$ cat config.mk
export PLATFORM = sky130hd
export DESIGN_NAME = ppt_edge_unit
export DESIGN_NICKNAME = d
export VERILOG_FILES = /design/src/design/ppt_pkg.sv /design/src/design/ppt_edge_unit.sv
export SDC_FILE = /design/constraint.sdc
export NUM_CORES = 2
export LEC_CHECK = 0
export BUFFER_PORTS_ARGS = -buffer_cell sky130_fd_sc_hd__buf_2
export CAP_MARGIN = 20
export CORE_ASPECT_RATIO = 0.6
export CORE_MARGIN = 2
export CORE_UTILIZATION = 59
export DETAILED_ROUTE_END_ITERATION = 12
export GPL_TIMING_DRIVEN = 0
export PLACE_DENSITY = 0.79
export RECOVER_POWER = 100
export SYNTH_ARGS = -nofsm -noshare
export SYNTH_HDL_FRONTEND = slang
export SYNTH_SLANG_ARGS = --single-unit
export TNS_END_PERCENT = 10
$ cat constraint.sdc
create_clock -name clk -period 5.6 [get_ports clk]
set_clock_uncertainty 0.15 [all_clocks]
set_input_delay 0.56 -clock clk [delete_from_list [all_inputs] [get_ports clk]]
set_output_delay 0.56 -clock clk [all_outputs]
set_load 0.01 [all_outputs]
$ cat src/design/ppt_pkg.sv
// shared constants, codes and types of the point-in-polygon block
`default_nettype none

package ppt_pkg;

  localparam int MAX_VERTICES = 64;
  localparam int COORD_WIDTH  = 16;
  localparam int ADDR_W       = $clog2(MAX_VERTICES);
  localparam int CNT_W        = $clog2(MAX_VERTICES + 1);
  localparam int DIFF_W       = COORD_WIDTH + 1;
  localparam int PROD_W       = 2 * DIFF_W;

  // input word modes
  localparam logic [1:0] MODE_CLEAR  = 2'd0;
  localparam logic [1:0] MODE_APPEND = 2'd1;
  localparam logic [1:0] MODE_QUERY  = 2'd2;

  // result word locations
  localparam logic [1:0] LOC_OUTSIDE  = 2'd0;
  localparam logic [1:0] LOC_INSIDE   = 2'd1;
  localparam logic [1:0] LOC_BOUNDARY = 2'd2;
  localparam logic [1:0] LOC_NONE     = 2'd3;

  typedef logic signed [COORD_WIDTH-1:0] coord_t;
  typedef logic signed [DIFF_W-1:0]      diff_t;
  typedef logic signed [PROD_W-1:0]      prod_t;

  typedef enum logic [1:0] {
    ST_IDLE,
    ST_READ,
    ST_DRAIN
  } state_t;

  // one edge handed to the edge unit
  typedef struct packed {
    logic   valid;
    logic   last;
    coord_t x1;
    coord_t y1;
    coord_t x2;
    coord_t y2;
  } edge_t;

  // per-edge verdict back from the edge unit
  typedef struct packed {
    logic valid;
    logic last;
    logic on_edge;
    logic crosses;
  } edge_res_t;

endpackage

`default_nettype wire

$ cat src/design/ppt_edge_unit.sv
// three-stage edge test: differences, cross products, compares
`default_nettype none

module ppt_edge_unit (
  input  wire logic                clk,
  input  wire logic                rst,
  input  wire ppt_pkg::coord_t     px,
  input  wire ppt_pkg::coord_t     py,
  input  wire ppt_pkg::edge_t      edge_in,
  output ppt_pkg::edge_res_t       res
);

  localparam int CW = ppt_pkg::COORD_WIDTH;

  // difference stage
  logic           d_vld;
  logic           d_last;
  ppt_pkg::diff_t d_dy;
  ppt_pkg::diff_t d_dxp;
  ppt_pkg::diff_t d_dx;
  ppt_pkg::diff_t d_dyp;
  logic           d_inbox;
  logic           d_straddle;
  logic           d_dypos;

  // product stage
  logic           m_vld;
  logic           m_last;
  ppt_pkg::prod_t m_lhs;
  ppt_pkg::prod_t m_rhs;
  logic           m_inbox;
  logic           m_straddle;
  logic           m_dypos;

  ppt_pkg::diff_t ex1, ey1, ex2, ey2, epx, epy;
  logic           inbox_x, inbox_y;

  always_comb begin
    ex1 = $signed({edge_in.x1[CW-1], edge_in.x1});
    ey1 = $signed({edge_in.y1[CW-1], edge_in.y1});
    ex2 = $signed({edge_in.x2[CW-1], edge_in.x2});
    ey2 = $signed({edge_in.y2[CW-1], edge_in.y2});
    epx = $signed({px[CW-1], px});
    epy = $signed({py[CW-1], py});
    // point within the edge's bounding box on each axis
    inbox_x = !((px < edge_in.x1) && (px < edge_in.x2)) &&
              !((px > edge_in.x1) && (px > edge_in.x2));
    inbox_y = !((py < edge_in.y1) && (py < edge_in.y2)) &&
              !((py > edge_in.y1) && (py > edge_in.y2));
  end

  always_ff @(posedge clk) begin
    if (rst) begin
      d_vld <= 1'b0;
      m_vld <= 1'b0;
      res.valid <= 1'b0;
    end else begin
      d_vld <= edge_in.valid;
      m_vld <= d_vld;
      res.valid <= m_vld;
    end
    d_last     <= edge_in.last;
    d_dy       <= ey2 - ey1;
    d_dxp      <= epx - ex1;
    d_dx       <= ex2 - ex1;
    d_dyp      <= epy - ey1;
    d_inbox    <= inbox_x && inbox_y;
    d_straddle <= (edge_in.y1 > py) != (edge_in.y2 > py);
    d_dypos    <= edge_in.y2 > edge_in.y1;

    m_last     <= d_last;
    m_lhs      <= ppt_pkg::prod_t'(d_dxp) * ppt_pkg::prod_t'(d_dy);
    m_rhs      <= ppt_pkg::prod_t'(d_dx) * ppt_pkg::prod_t'(d_dyp);
    m_inbox    <= d_inbox;
    m_straddle <= d_straddle;
    m_dypos    <= d_dypos;

    // zero cross product is lhs == rhs
    res.last    <= m_last;
    res.on_edge <= m_inbox && (m_lhs == m_rhs);
    res.crosses <= m_straddle && (m_dypos ? (m_lhs < m_rhs) : (m_lhs > m_rhs));
  end

endmodule

`default_nettype wire

* Word level (Yosys, flattened, before mapping)
Index checks and enable logic that the tools add are counted.
** Storage, ports and cells
- Output and inout port bits :: 4
- Flip-flop bits (word level) :: 150
** Cells by class
- Multiplexer cells :: 1
- $add $sub $neg :: 4
- Reductions and logical operators :: 13
- Equality and inequality tests :: 2
- Multipliers :: 2
- Magnitude comparators :: 13
** Operator list (number)
- $gt 16x16->1 :: 7
- $mul 17x17->34 :: 2
- $sub 16x16->17 :: 4
- $lt 16x16->1 :: 4
- $eq 34x34->1 :: 1
- $gt 34x34->1 :: 1
- $lt 34x34->1 :: 1
- $logic_and 1x1->1 :: 9
- $logic_not 1->1 :: 4
- $mux 1 :: 1
- $ne 1x1->1 :: 1

* Depth between registers and ports, before layout
- Word-level depth :: 5
- Mapped depth :: 25
- Mapped depth without buffers :: 23

* Worst setup path after synthesis
No wires, ideal clock.
- Path type :: register to register
- From :: reg d_dy[8]
- To :: reg m_lhs[33]
- Arrival time :: 5.935 ns
- Path slack :: -0.597 ns
- Data required time :: 5.338 ns
- Setup time :: 0.112 ns
- Cell stages (with the launch flop) :: 24
- Buffers on the path :: 2
- Cells stage by stage :: dfxtp_1 > clkbuf_1 > clkbuf_1 > nand2_1 > fa_1 > inv_1 > fa_1 > inv_1 > fa_1 > inv_1 > fa_1 > fa_1 > inv_1 > fa_1 > inv_1 > ha_1 > and3_1 > nand3_1 > a2bb2oi_1 > o21ai_2 > a2111oi_2 > o31ai_2 > mux2i_1 > a2111oi_1
** Between the ends
- Word-level cells in the longest chain between the ends :: 1
** RTL lines
- start, declared :: line ppt_edge_unit.sv:18 : ppt_pkg::diff_t d_dy;
- start signal, assigned :: line ppt_edge_unit.sv:63 : d_dy <= ey2 - ey1;
- $mul 17x17->34 :: line ppt_edge_unit.sv:72 : m_lhs <= ppt_pkg::prod_t'(d_dxp) * ppt_pkg::prod_t'(d_dy);
- end signal, assigned :: line ppt_edge_unit.sv:72
- end, declared :: line ppt_edge_unit.sv:29 : ppt_pkg::prod_t m_lhs;
No other way between the ends.
A chain may end at the register's enable or synchronous reset.

* Worst setup path after layout
- From :: reg d_dyp[2]
- To :: reg m_rhs[32]
** Between the ends
- Word-level cells in the longest chain between the ends :: 1
** RTL lines
- start, declared :: line ppt_edge_unit.sv:21 : ppt_pkg::diff_t d_dyp;
- start signal, assigned :: line ppt_edge_unit.sv:66 : d_dyp <= epy - ey1;
- $mul 17x17->34 :: line ppt_edge_unit.sv:73 : m_rhs <= ppt_pkg::prod_t'(d_dx) * ppt_pkg::prod_t'(d_dyp);
- end signal, assigned :: line ppt_edge_unit.sv:73
- end, declared :: line ppt_edge_unit.sv:30 : ppt_pkg::prod_t m_rhs;
No other way between the ends.

==> metrics.yaml <==
path_clk_slew_ns: 0.07
path_class: "flop to flop"
coreArea_um2: 49580
initial_utilization_pct: 59.95
arrival_ns: 6.45
seq_area_frac_synth_pct: 10.10
crit_end: "m_rhs[32]"
cp.required_ns: 5.80
syn_inst: 3262
final_antenna_net_count: 0
finalMaxSlewViolations: 0
setup_viol: 32
die_y_um: 177.9
hold_violations: 0
cts_hold_buf: 0
port_buffers: 103
dp_slack_ns: -1.630
violations: "setup timing"
fillers: 3741
grt_pass1_wl_mm: 133.6
ioPinCount: 104
vias: 23000
synth_top_area_share_pct: 40.14
startpoint: "d_dyp[2]"
syn_nets: 4262
yosysTopAreaCell: "fa_1"
relSlewSlack_pct: 52.86
clk_latency_ns: 0.46
timing_worst_slew_pin_value_ns: 0.6893
worst-path-max-fanout: 10
setup_ws_ns: -0.6419
r2r-start: "d_dyp[2]"
gp_congestion: 0.9764
grt_pass1_vias: 24230
overflow: 0
synthArstFlopShare_pct: 0
die_w_um: 293.8
ys.flop_type: "dfxtp_1"
synthToLayoutAreaGrowth_pct: 14.10
rrSetupSlack_ns: -0.64
antenna_found_initial: 6
h-tree-depth: 4
synth_area_per_cell_um2: 9.112
die_area_um2: 52250
drive_above_1_share_pct: 13.41
row_count: 63
outcome: "finished, violations left"
grt_setup_unrepaired: "true"
drc: 0
hp-start: "edge_in[64]"
netlist_area_um2: 29720
stdcell_area_um2: 33920
wire_per_inst_um: 20.28
finalCriticalPeriod_ns: 6.242
reg2reg_depth: 22
cts_buffers: 17
grt_use_total_pct: 33.96
dpl_cell_area_um2: 31460
hold_depth: 1
viasPerCell: 5.574
ys_warn_count: 0
reg2reg_to: "m_rhs[32]"
grt_max_degree: 17
finalSetupTns_ns: -10.61
cp-start-kind: "flop"
min_period_over_period_pct: 111.5
synthTopCellsByArea: "fa_1, ha_1, dfxtp_1"
end_kind: "flop"
cts.root.buffer_cell: "clkbuf_16"
drt_wl_total_mm: 83.69
max_clock_freq_mhz: 160.2
synth_edf_count: 0
nets: 4455
clockBufferDepth: 2
dp_hpwl_mm: 67.58
drt_iter0_drc: 1928
hp-class: "input pin to flop"
cts_num_sinks: 150
drt_pass1_iterations: 6
cap_violations: 0
tritoncts: "built"
synth-seq-cells: 150
yosysUniqueCellTypes: 67
==> kinds of logic after synthesis <==
family,after synthesis,share of synthesized area [%]
AO/OA/AOI/OAI,324,7.383
XOR/XNOR,107,3.153
adder cells (fa/ha/maj),900,52.94
buffers and inverters,863,10.90
flip-flops,150,10.10
multiplexers,6,0.2105
AND/OR/NAND/NOR,912,15.32
==> per-stage QoR <==
stage / utilization (%) / hold WS (ns) / instances
4_1_cts: 67.90 / 0.04399 / 4109
5_1_grt: 68.38 / 0.05896 / 4121
2_1_floorplan: - / 0.1596 / 3262
3_3_place_gp: 63.45 / 0.1606 / 4015
3_5_place_dp: 63.45 / 0.1621 / 4015
6_report: 68.40 / 0.05631 / 4126
==> cells in the mapped netlist (26+ instances only) <==
master and count:
a21o_1 43, a21oi_1 83, and2_1 293, clkbuf_1 79, dfxtp_1 150, fa_1 596
ha_1 304, inv_1 784, nand2_1 327, nand2b_1 32, nand4_1 26, nor2_1 112
nor2b_1 28, nor3_1 33, o21ai_0 58, xnor2_1 85
==> worst min-delay path by stage <==
stage	endpoint	slack [ns]
after global placement	m_inbox	0.16
after CTS	d_last	0.04
after global routing	d_last	0.06
after floorplan	m_dypos	0.16
final	d_last	0.06
after detailed placement	m_last	0.16
==> layout by cell type (no fill, tap or decap), types with 32 or more instances in the layout <==
cell / synthesis / layout
xnor2_1: 85 / 83
a21oi_1: 83 / 67
buf_4: 0 / 67
a21o_1: 43 / 43
buf_2: 0 / 95
inv_1: 784 / 774
and2_1: 293 / 278
dfxtp_1: 150 / 88
nor2_1: 112 / 108
ha_1: 304 / 280
nand2b_1: 32 / 32
o21ai_0: 58 / 53
nand2_1: 327 / 319
dfxtp_4: 0 / 50
fa_1: 596 / 582
==> layer usage <==
metal | track usage, % | share of wire (%) | vias to the layer above
met2 | 48.31 | 41 | 1065
met3 | 12.11 | 12 | 152
li1 | - | - | 10300
met5 | 1.782 | 0.22 | -
met4 | 11.05 | 3.3 | 6
met1 | 48.13 | 43 | 11480
==> layout make-up <==
class                      instances  area, µm²  area share, %
buffer                            78       1062          3.132
inverter                         784       2943          8.677
sequential                       150       3206          9.452
timing repair buffer             175       1066          3.143
clock buffer                      18      429.2          1.265
clock inverter                    14      163.9         0.4833
tap                              650      813.3          2.398
antenna                            8      20.02        0.05903
multi-input combinational       2249      24210          71.39
==> sequential cells by signal, summed over array words and instances, names as in the netlist <==
signal	flops
m_inbox	1
m_lhs	34
d_dypos	1
d_dyp	17
res	4
d_vld	1
m_dypos	1
d_dx	17
d_dxp	17
d_dy	17
m_last	1
d_last	1
m_vld	1
d_inbox	1
m_rhs	34
m_straddle	1
d_straddle	1
==> critical path: stages (launching register included) <==
cell,delay (ns)
dfxtp_4,0.38
clkbuf_8,0.18
nand2_2,0.10
inv_2,0.09
fa_2,0.48
buf_4,0.16
fa_1,0.52
fa_1,0.45
fa_1,0.53
fa_1,0.52
inv_1,0.07
fa_1,0.48
inv_1,0.07
ha_4,0.19
nor3_4,0.15
o211ai_1,0.21
a41oi_2,0.30
o21a_1,0.20
o31ai_4,0.11
a2111oi_4,0.32
o21bai_2,0.11
a21oi_2,0.17
xnor2_2,0.16
==> timing repair <==
action | in CTS | in global routing
pin swaps | 74 | 35
gates resized for setup | 310 | 81
endpoints found under the setup margin | 41 | 37
setup buffers | 65 | 8
hold endpoints to repair | 0 | 0
Power is left out: the tool's default activity adds up to more than one toggle a clock period on the data nets, which glitch-free logic cannot reach.
